**src/vpows_pkg.sv**
```systemverilog
// ----------------------------------------------------------------------------
// vpows_pkg: shared types and constants for the one-wire voice prompt sender
// Holds the item opcodes, configuration register indexes and the fixed
// numbers of the prompt permission rules and of the line frame.
// ----------------------------------------------------------------------------
`default_nettype none

package vpows_pkg;

  // Kind of an input item.
  typedef enum logic [1:0] {
    OP_TICK   = 2'd0,
    OP_PLAY   = 2'd1,
    OP_VOLUME = 2'd2,
    OP_UNUSED = 2'd3
  } opcode_t;

  // Configuration register indexes.
  typedef enum logic [1:0] {
    REG_PROMPT_MODE = 2'd0,
    REG_LANGUAGE    = 2'd1,
    REG_PLAY_VOLUME = 2'd2,
    REG_NONE        = 2'd3
  } cfg_reg_t;

  // Prompt modes.
  localparam logic [1:0] MODE_NONE       = 2'd0;
  localparam logic [1:0] MODE_POWERUP    = 2'd1;
  localparam logic [1:0] MODE_NO_POWERUP = 2'd2;
  localparam logic [1:0] MODE_ALL        = 2'd3;

  // Languages that select the odd byte.
  localparam logic [1:0] LANG_ODD_A = 2'd0;
  localparam logic [1:0] LANG_ODD_B = 2'd2;

  // Register reset values.
  localparam logic [1:0] PROMPT_MODE_RST = 2'd3;
  localparam logic [1:0] LANGUAGE_RST    = 2'd1;
  localparam logic [3:0] PLAY_VOLUME_RST = 4'd4;

  // Prompt ranges.
  localparam logic [7:0] ALWAYS_LO    = 8'd42;
  localparam logic [7:0] ALWAYS_HI    = 8'd53;
  localparam logic [7:0] POWERUP_LO   = 8'd61;
  localparam logic [7:0] POWERUP_HI   = 8'd70;
  localparam logic [7:0] POWERUP_ONE  = 8'd89;
  localparam logic [7:0] POWERUP_LOW  = 8'd1;
  localparam logic [7:0] REPEAT_LO    = 8'd5;
  localparam logic [7:0] REPEAT_HI    = 8'd14;

  // Frame layout: eleven slots of four ticks, counted down.
  localparam logic [3:0] FRAME_SLOTS   = 4'd11;
  localparam logic [3:0] LAST_DATA_IDX = 4'd9;
  localparam logic [3:0] STOP_SLOT     = 4'd1;
  localparam logic [1:0] SUB_FIRST     = 2'd3;
  localparam logic [1:0] SUB_VALUE     = 2'd2;
  localparam logic [7:0] VOL_BASE      = 8'hA8;

endpackage

`default_nettype wire

```
**src/voice_prompt_one_wire_sender.sv**
```systemverilog
// ----------------------------------------------------------------------------
// voice_prompt_one_wire_sender: frames prompt and volume bytes onto one wire
// Takes tick, play and volume items and reports the line level per item.
// ----------------------------------------------------------------------------
// Usage. Items arrive on the in_ stream: in_tuser carries the opcode (tick,
// play request or volume request) and in_tdata the prompt number and the
// volume level. Every accepted item gives exactly one result on the out_
// stream: the level of the one-wire line after the item, a busy flag that
// stays high while frame ticks remain, and a flag that says whether the item
// loaded a new frame. The cfg_ port writes prompt mode, language and play
// volume; it is meant to be used while no item is in flight.
// An accepted item is held in the input register, is processed against the
// frame state as it moves into the output register, and its result is
// offered from there. Throughput is one item per cycle while the receiver
// does not stall, set by the single frame-state update done in the
// processing stage. If the receiver stalls, the result is held in the output
// register and the input register still takes one more item; after that
// in_tready falls until the result is taken. Reset clears both stages, sets
// the line high, the frame idle and the registers to prompt mode 3,
// language 1, volume 4.
// ----------------------------------------------------------------------------
`default_nettype none

module voice_prompt_one_wire_sender (
  input  wire logic        clk,
  input  wire logic        rst_n,
  // Input item stream.
  input  wire logic        in_tvalid,
  output logic             in_tready,
  input  wire logic [15:0] in_tdata,   // [7:0] prompt_number, [11:8] volume_level, rest 0
  input  wire logic [1:0]  in_tuser,   // [1:0] opcode
  // Result stream.
  output logic             out_tvalid,
  input  wire logic        out_tready,
  output logic [7:0]       out_tdata,  // [0] line_level, [1] busy_res, [2] accepted, rest 0
  // Configuration write port.
  input  wire logic        cfg_we,
  input  wire logic [1:0]  cfg_addr,
  input  wire logic [3:0]  cfg_wdata
);

  // Configuration registers.
  logic [1:0] prompt_mode_r;
  logic [1:0] language_r;
  logic [3:0] play_volume_r;

  // Input register.
  logic       s1_valid_r;
  logic [1:0] s1_op_r;
  logic [7:0] s1_prompt_r;
  logic [3:0] s1_level_r;

  // Frame state.
  logic [3:0] bit_slot_r, bit_slot_nxt;
  logic [1:0] sub_tick_r, sub_tick_nxt;
  logic [7:0] frame_byte_r, frame_byte_nxt;
  logic [7:0] last_prompt_r, last_prompt_nxt;
  logic       line_r, line_nxt;

  // Output register.
  logic       out_valid_r;
  logic [2:0] out_res_r;
  logic       acc_nxt;

  logic       s1_advance;
  logic       powerup;
  logic       always_ok;
  logic       permit;
  logic       repeat_range;
  logic [7:0] play_byte;
  logic [3:0] bit_idx_w;
  logic       data_bit;

  // The processing stage moves when the output register is free or emptying.
  assign s1_advance = s1_valid_r && (!out_valid_r || out_tready);
  assign in_tready  = !s1_valid_r || s1_advance;

  assign out_tvalid = out_valid_r;
  assign out_tdata  = {5'd0, out_res_r};

  // Configuration writes.
  always_ff @(posedge clk) begin
    if (!rst_n) begin
      prompt_mode_r <= vpows_pkg::PROMPT_MODE_RST;
      language_r    <= vpows_pkg::LANGUAGE_RST;
      play_volume_r <= vpows_pkg::PLAY_VOLUME_RST;
    end else if (cfg_we) begin
      unique case (vpows_pkg::cfg_reg_t'(cfg_addr))
        vpows_pkg::REG_PROMPT_MODE: prompt_mode_r <= cfg_wdata[1:0];
        vpows_pkg::REG_LANGUAGE:    language_r    <= cfg_wdata[1:0];
        vpows_pkg::REG_PLAY_VOLUME: play_volume_r <= cfg_wdata;
        default: ;
      endcase
    end
  end

  // Input register.
  always_ff @(posedge clk) begin
    if (!rst_n) begin
      s1_valid_r <= 1'b0;
    end else if (in_tready) begin
      s1_valid_r <= in_tvalid;
    end
  end

  always_ff @(posedge clk) begin
    if (in_tready && in_tvalid) begin
      s1_op_r     <= in_tuser;
      s1_prompt_r <= in_tdata[7:0];
      s1_level_r  <= in_tdata[11:8];
    end
  end

  // Prompt permission.
  assign powerup = (s1_prompt_r <= vpows_pkg::POWERUP_LOW)
                || ((s1_prompt_r >= vpows_pkg::POWERUP_LO)
                    && (s1_prompt_r <= vpows_pkg::POWERUP_HI))
                || (s1_prompt_r == vpows_pkg::POWERUP_ONE);
  assign always_ok = (s1_prompt_r >= vpows_pkg::ALWAYS_LO)
                  && (s1_prompt_r <= vpows_pkg::ALWAYS_HI);

  always_comb begin
    permit = 1'b0;
    unique case (prompt_mode_r)
      vpows_pkg::MODE_NONE:       permit = 1'b0;
      vpows_pkg::MODE_POWERUP:    permit = always_ok || powerup;
      vpows_pkg::MODE_NO_POWERUP: permit = always_ok || !powerup;
      vpows_pkg::MODE_ALL:        permit = 1'b1;
      default:                    permit = 1'b0;
    endcase
  end

  assign repeat_range = (s1_prompt_r >= vpows_pkg::REPEAT_LO)
                     && (s1_prompt_r <= vpows_pkg::REPEAT_HI);

  // Twice the prompt, wrapping at 256, plus one for the odd-byte languages.
  assign play_byte = {s1_prompt_r[6:0],
                      (language_r == vpows_pkg::LANG_ODD_A)
                      || (language_r == vpows_pkg::LANG_ODD_B)};

  // Data slots 9 down to 2 carry bits 0 up to 7.
  assign bit_idx_w = vpows_pkg::LAST_DATA_IDX - bit_slot_r;
  assign data_bit  = frame_byte_r[bit_idx_w[2:0]];

  // Frame state update for the item in the input register.
  always_comb begin
    bit_slot_nxt    = bit_slot_r;
    sub_tick_nxt    = sub_tick_r;
    frame_byte_nxt  = frame_byte_r;
    last_prompt_nxt = last_prompt_r;
    line_nxt        = line_r;
    acc_nxt         = 1'b0;
    unique case (vpows_pkg::opcode_t'(s1_op_r))
      vpows_pkg::OP_TICK: begin
        if (bit_slot_r != 4'd0) begin
          if (bit_slot_r > vpows_pkg::LAST_DATA_IDX) begin
            line_nxt = 1'b0;
          end else if (bit_slot_r == vpows_pkg::STOP_SLOT) begin
            line_nxt = 1'b1;
          end else if (sub_tick_r == vpows_pkg::SUB_FIRST) begin
            line_nxt = 1'b1;
          end else if (sub_tick_r == vpows_pkg::SUB_VALUE) begin
            line_nxt = data_bit;
          end else begin
            line_nxt = 1'b0;
          end
          if (sub_tick_r == 2'd0) begin
            bit_slot_nxt = bit_slot_r - 4'd1;
            sub_tick_nxt = vpows_pkg::SUB_FIRST;
          end else begin
            sub_tick_nxt = sub_tick_r - 2'd1;
          end
        end
      end
      vpows_pkg::OP_PLAY: begin
        if (permit && !(repeat_range && (last_prompt_r == s1_prompt_r))) begin
          last_prompt_nxt = repeat_range ? s1_prompt_r : 8'd0;
          if (play_volume_r != 4'd0) begin
            frame_byte_nxt = play_byte;
            bit_slot_nxt   = vpows_pkg::FRAME_SLOTS;
            sub_tick_nxt   = vpows_pkg::SUB_FIRST;
            acc_nxt        = 1'b1;
          end
        end
      end
      vpows_pkg::OP_VOLUME: begin
        last_prompt_nxt = 8'd0;
        frame_byte_nxt  = vpows_pkg::VOL_BASE + {4'd0, s1_level_r};
        bit_slot_nxt    = vpows_pkg::FRAME_SLOTS;
        sub_tick_nxt    = vpows_pkg::SUB_FIRST;
        acc_nxt         = 1'b1;
      end
      default: ;
    endcase
  end

  always_ff @(posedge clk) begin
    if (!rst_n) begin
      bit_slot_r    <= 4'd0;
      sub_tick_r    <= 2'd0;
      frame_byte_r  <= 8'd0;
      last_prompt_r <= 8'd0;
      line_r        <= 1'b1;
    end else if (s1_advance) begin
      bit_slot_r    <= bit_slot_nxt;
      sub_tick_r    <= sub_tick_nxt;
      frame_byte_r  <= frame_byte_nxt;
      last_prompt_r <= last_prompt_nxt;
      line_r        <= line_nxt;
    end
  end

  // Output register.
  always_ff @(posedge clk) begin
    if (!rst_n) begin
      out_valid_r <= 1'b0;
    end else if (s1_advance) begin
      out_valid_r <= 1'b1;
    end else if (out_tready) begin
      out_valid_r <= 1'b0;
    end
  end

  always_ff @(posedge clk) begin
    if (s1_advance) begin
      out_res_r <= {acc_nxt, bit_slot_nxt != 4'd0, line_nxt};
    end
  end

endmodule

`default_nettype wire

```
**config.mk**
```make
export PLATFORM = sky130hd
export DESIGN_NAME = voice_prompt_one_wire_sender
export DESIGN_NICKNAME = d
export VERILOG_FILES = /design/src/vpows_pkg.sv /design/src/voice_prompt_one_wire_sender.sv
export SDC_FILE = /design/constraint.sdc
export NUM_CORES = 1
export LEC_CHECK = 0
export ABC_AREA = 1
export BUFFER_PORTS_ARGS = -buffer_cell sky130_fd_sc_hd__clkbuf_2
export CORE_UTILIZATION = 55
export CTS_BUF_LIST = sky130_fd_sc_hd__clkbuf_2 sky130_fd_sc_hd__clkbuf_4 sky130_fd_sc_hd__clkbuf_8
export CTS_CLUSTER_DIAMETER = 120
export CTS_CLUSTER_SIZE = 16
export DETAILED_ROUTE_END_ITERATION = 8
export PLACE_DENSITY = 0.77
export REMOVE_ABC_BUFFERS = 1
export SLEW_MARGIN = 20
export SYNTH_ARGS = -nofsm -noshare
export SYNTH_HDL_FRONTEND = slang
export SYNTH_SLANG_ARGS = --single-unit
export TNS_END_PERCENT = 1
```
**constraint.sdc**
```tcl
create_clock -name clk -period 4.8 [get_ports clk]
set_input_delay 0.96 -clock clk [delete_from_list [all_inputs] [get_ports clk]]
set_output_delay 0.96 -clock clk [all_outputs]
set_load 0.03 [all_outputs]
```
**Word level (Yosys, flattened, before mapping)**

Cells that the tools add are included.

- Add/subtract/negate cells: 4
- $mul: 0
- Div/mod/pow operators: 0
- $lt $le $gt $ge: 9
- Equality and inequality tests: 16
- Shift-type cells: 0
- Muxes and demuxes: 30
- Bitwise operators: 0
- Reductions and logical operators: 35

Operators by type and width:

| cell | count |
|---|---|
| $mux W8 | 4 |
| $pmux W8 S2 | 2 |
| $ge A8 B6 Y1 const B | 2 |
| $mux W4 | 4 |
| $eq A2 B2 Y1 const B | 7 |
| $pmux W4 S3 | 1 |
| $reduce_bool A4 Y1 | 3 |
| $mux W1 | 11 |
| $logic_not A2 Y1 | 5 |
| $add A8 B4 Y8 const A | 1 |
| $eq A8 B7 Y1 const B | 1 |
| $eq A8 B8 Y1 | 1 |
| $ge A8 B3 Y1 const B | 1 |
| $le A8 B1 Y1 const B | 1 |
| $le A8 B4 Y1 const B | 1 |
| $le A8 B6 Y1 const B | 1 |
| $le A8 B7 Y1 const B | 1 |
| $mux W2 | 4 |
| $logic_and A1 B1 Y1 | 7 |
| $logic_or A1 B1 Y1 | 7 |
| $eq A2 B1 Y1 const B | 3 |
| $ne A2 B2 Y1 const B | 3 |
| $pmux W2 S3 | 1 |
| $reduce_and A2 Y1 | 3 |
| 15 further kinds | 19 |

- Register bits: 50
- Bits in latches: 0
- Bits in writable memories: 0
- ROM bits: 0
- Bits of input ports: 29
- Output and inout port bits: 10
- Word-level logic and storage cells: 108
- Memories kept: 0

**Depth between registers and ports, before layout**

- Depth after elaboration: 11
- Mapped depth: 18
- Depth with buffers taken out: 17

**Worst setup path after synthesis**

No wires, ideal clock.

- Path type: input port to output port
- Start: in out_tready
- End: out in_tready
- Arrival time: 1.282 ns
- Data required time: 3.840 ns
- Slack: 2.558 ns
- Stages: 2
- Buffers on the path: 0
- Cell sequence: inv_1 -> nand3_1

- Longest elaborated chain between the ends: 3

Ends and longest elaborated chain:

| item | RTL line | RTL |
|---|---|---|
| start: declaration | voice_prompt_one_wire_sender.sv:34 | `input wire logic out_tready,` |
| $logic_or A1 B1 Y1 | voice_prompt_one_wire_sender.sv:75 | `assign s1_advance = s1_valid_r && (!out_valid_r \|\| out_tready);` |
| $logic_and A1 B1 Y1 | voice_prompt_one_wire_sender.sv:75 |  |
| $logic_or A1 B1 Y1 | voice_prompt_one_wire_sender.sv:76 | `assign in_tready = !s1_valid_r \|\| s1_advance;` |
| end: declaration | voice_prompt_one_wire_sender.sv:29 | `output logic in_tready,` |

No other way between the ends.

**Worst setup path in the final report**

Ends and elaborated chain as after synthesis.

==> results.md <==
- Setup repair after global routing left no endpoint under its margin.
- In this run the worst hold path is classified as flip-flop to flip-flop.
- The worst setup path is launched from an input pin.
- Of the available clock period, the critical path in the final layout requires 0.4907.
- The aggregate global-route resource usage is 0.2121.
- Summed over all nets, the switching power comes to around 240 uW.
- The synthesized netlist occupies a cell area of 2766 sq um.
- Leaving out fill and tap cells, the most frequent cell in the layout is sky130_fd_sc_hd__nand2_1.
- The final critical delay including setup and external delays is 2.355 ns.
- Buffers placed on the I/O ports in this run total 29.
- In this run the power density over the cells is 304.1 nW/um^2.
- The share of the Yosys chip area taken by registers is 0.4161.
- The synthesized netlist contains 36 unique library cells.
- After floorplanning, the core was divided into 25 placement rows.
- The max-cap check violation count is 0.
- Entering global routing, the biggest net connects 23 pins.
- The worst setup path is captured at an output pin.
- Yosys mapped a number of flops with a built-in enable equal to 17.
- After detailed routing, the number of vias per cell comes to between 5 and 6.
- The number of antenna violations at the first check in global routing is 0.
- The synthesis-to-layout area growth is 10.09%.
- The total length of routed wires is roughly 5.2 mm.
- The number of global-route vias before repair is just over 2000.
- The CTS sink count is between 40 and 50.
- The cell depth of the worst flop-to-flop path is 12.
- In this run the static leakage power is ~1.5 nW.
- The signal on the critical path passes through clkbuf_2, inv_1, nand3_1, clkbuf_2.
- The switching share of total power is 0.2641.
- The setup TNS after final layout is 0 ns.
- The number of max-slew violations in the final report was 0.
- The top cell types in the final layout, fill and taps aside, are sky130_fd_sc_hd__nand2_1 (75), sky130_fd_sc_hd__inv_1 (58), sky130_fd_sc_hd__nor2_1 (44).
- After legalization and detailed placement, the total HPWL measured just under 4 mm.
- Of the total power, combinational logic draws 0.161.
- The setup violation total in the final timing report is 0.
- The count of synthesis-stage warnings from yosys is 0.
- After clock tree synthesis, the repair step resized 0 gates.
- The critical path's most frequent cell is sky130_fd_sc_hd__clkbuf_2.
- The number of hold buffers added after cts is 0.
- The first-iteration detailed-routing DRC count is around 110.
- For this run, the slowest stage of the critical path takes ~0.2 ns.
- The worst hold path depth is 2.
- The number of top-level design ports is 39.
- The die is approximately 73 microns tall.
- The per-instance average area after synthesis is between 7 and 8 sq um.
- The clock-pin transition on the worst setup and hold timing paths is 0.08 ns.
- The net count reported at finish is approximately 430.
- The highest clock rate is around 420 MHz.
- The sequential power share is 0.508.
- The run finished with clean final reports.
- For this run, design rule violations remaining after detail routing come to 0.
- The number of nets with antenna violations after detailed routing is 0.
- After detailed routing, the average wire length per cell comes to 11.39 microns.
- Among cell families on the critical path, the largest total delay comes from buffers and inverters.
- The critical path in this run is classified as input pin to output pin.
- The internal cell power is roughly 680 uW.
- In the synthesized netlist the dominant register cell turns out to be sky130_fd_sc_hd__dfxtp_1.
- The clock reaches the later pin of the worst-skew pair after 0.30 ns.
- The last weighted congestion value of the routability-driven placer is ~0.91.
- In the final layout, the share of cells above drive strength 1 is 0.1355.
- The die span in x is between 70 and 80 microns.
- The post-synthesis async set-or-reset flop share is 0.
- The global-route wire length before repair is 8.625 mm.
- The number of standard cells after synthesis is approximately 360.
- Clock skew on the completed layout was measured at 0.004802 ns.
- The clock share of power is 0.331.
- The critical path contains buffers and inverters numbering 3 combined.
- The area inside the core boundary is about 4800 sq um.
- In this run, synthesis produced a sequential element count of 49.
- For the pin with the worst max-slew slack, the measured transition is 0.5429 ns.
- TritonCTS created 5 clock buffers.
- The CTS root buffer is sky130_fd_sc_hd__clkbuf_8.
- The via total after detailed routing is between 2000 and 2500.
- The highest-delay cell along the critical path is sky130_fd_sc_hd__clkbuf_2.
- For this configuration, the core starts out at a cell density of 0.5780.
- The number of setup buffers added after CTS is 0.
- The filler cells instantiated in the layout total roughly 430.
- The iteration count of the initial detailed-routing pass is 4.
- The TritonCTS clock tree is done.
- In this run the worst path has a maximum fanout of 3.
- CTS built an H-tree with a depth of 2.
- The total grt overflow is 0.
- The core occupancy in the finished layout is 0.6363.
- The hold violation count in the final report is 0.
- Counting along the longest clock path gives a buffer depth of 2.
- The maximum vdd ir drop is between 0.0002 and 0.00025 V.
- The arrival time of the worst setup path is roughly 1.4 ns.
- The critical path crosses 4 cells after its start point.
- In this run the tightest slew margin relative to its limit is 0.6377.
- The floorplan step defined a die boundary enclosing around 5300 sq um.
- The data required time of the worst path is 3.84 ns.
- The antenna diode count is 0.
==> sequential cells by signal (all words and copies together) (netlist names), 2 cells and up <==
register       count
frame_byte_r       8
last_prompt_r      8
s1_prompt_r        8
bit_slot_r         4
play_volume_r      4
s1_level_r         4
out_res_r          3
prompt_mode_r      2
s1_op_r            2
sub_tick_r         2
==> worst min-delay path, stage by stage, from the launching register on <==
cell and delay (ns):
sky130_fd_sc_hd__dfxtp_1 0.33, sky130_fd_sc_hd__nand2_1 0.06, sky130_fd_sc_hd__nor2_1 0.03
==> worst paths after layout <==
check	to	slack, ns	from
max	in_tready	2.44	out_tready
min	last_prompt_r[5]	0.45	last_prompt_r[5]
max reg2reg	out_res_r[1]	2.59	bit_slot_r[0]
min reg2reg	last_prompt_r[5]	0.45	last_prompt_r[5]
==> cells in the mapped netlist, types with 2 or more instances <==
| cell | instances | share of area |
|---|---|---|
| sky130_fd_sc_hd__clkbuf_1 | 3 | 0.0041 |
| sky130_fd_sc_hd__o21ai_0 | 24 | 0.043 |
| sky130_fd_sc_hd__xor2_1 | 5 | 0.016 |
| sky130_fd_sc_hd__edfxtp_1 | 17 | 0.18 |
| sky130_fd_sc_hd__o211ai_1 | 4 | 0.011 |
| sky130_fd_sc_hd__dfxtp_1 | 32 | 0.23 |
| sky130_fd_sc_hd__nand3_1 | 16 | 0.029 |
| sky130_fd_sc_hd__nor3_1 | 7 | 0.013 |
| sky130_fd_sc_hd__mux2i_1 | 2 | 0.0072 |
| sky130_fd_sc_hd__nand2_2 | 7 | 0.016 |
| sky130_fd_sc_hd__buf_6 | 2 | 0.0081 |
| sky130_fd_sc_hd__nand4_1 | 5 | 0.011 |
| sky130_fd_sc_hd__ha_1 | 14 | 0.063 |
| sky130_fd_sc_hd__inv_1 | 58 | 0.079 |
| sky130_fd_sc_hd__a21oi_1 | 19 | 0.034 |
| sky130_fd_sc_hd__o2111ai_1 | 2 | 0.0063 |
| sky130_fd_sc_hd__or2_1 | 2 | 0.0045 |
| sky130_fd_sc_hd__nor2_1 | 44 | 0.060 |
| sky130_fd_sc_hd__nand2_1 | 75 | 0.10 |
| sky130_fd_sc_hd__buf_4 | 5 | 0.014 |
| sky130_fd_sc_hd__a211oi_1 | 2 | 0.0054 |
| sky130_fd_sc_hd__nand2_4 | 2 | 0.0081 |
==> layout make-up <==
class | count | area [sq um] | share of cell area
multi-input combinational | 246 | 1324 | 0.4347
sequential | 49 | 1151 | 0.3780
inverter | 59 | 221.5 | 0.07272
timing repair buffer | 29 | 145.1 | 0.04766
clock buffer | 7 | 90.09 | 0.02958
tap | 67 | 83.83 | 0.02753
clock inverter | 1 | 30.03 | 0.009860
==> layer usage <==
metal  GRT usage  routed length (microns)  vias to the layer above
met5           0                        0                        -
met4     0.08497                      109                        0
met3     0.04834                      184                       10
li1            -                        -                     1201
met1      0.2641                     2470                     1034
met2      0.3562                     2452                       56
==> kinds of logic (layout without fill, tap and decap cells) <==
| family | Yosys count | count (layout) | synth area share |
|---|---|---|---|
| and+or+nand+nor | 165 | 165 | 0.2718 |
| buffers and inverters | 70 | 96 | 0.1108 |
| AOI/OAI and AO/OA | 55 | 55 | 0.1135 |
| DFF | 49 | 49 | 0.4161 |
| adders and majority gates | 14 | 14 | 0.06332 |
| xor gates and xnor gates | 5 | 5 | 0.01583 |
| muxes | 2 | 2 | 0.007237 |
| other | 1 | 5 | 0.001356 |
==> power by group through the flow <==
stage,Clock (mW),Combinational (mW),Sequential [mW]
after global placement,0,0.143,0.479
after detailed placement,0,0.147,0.480
after floorplan,0,0.107,0.479
after global routing,0.331,0.168,0.473
final,0.307,0.149,0.470
after CTS,0.313,0.148,0.470
==> stage by stage <==
step	area, sq um	worst slack, ns	std cells	total power, mW	hold WS [ns]
floorplan	2696	2.558	354	0.5855	0.4233
global route	3045	2.321	458	0.9721	0.4759
global placement	2925	2.405	450	0.6222	0.4406
finish	3045	2.445	458	0.9261	0.4550
detailed placement	2925	2.344	450	0.6265	0.4433
CTS	3045	2.436	458	0.9318	0.4575
Note: power is estimated with default switching activity, not from simulation.
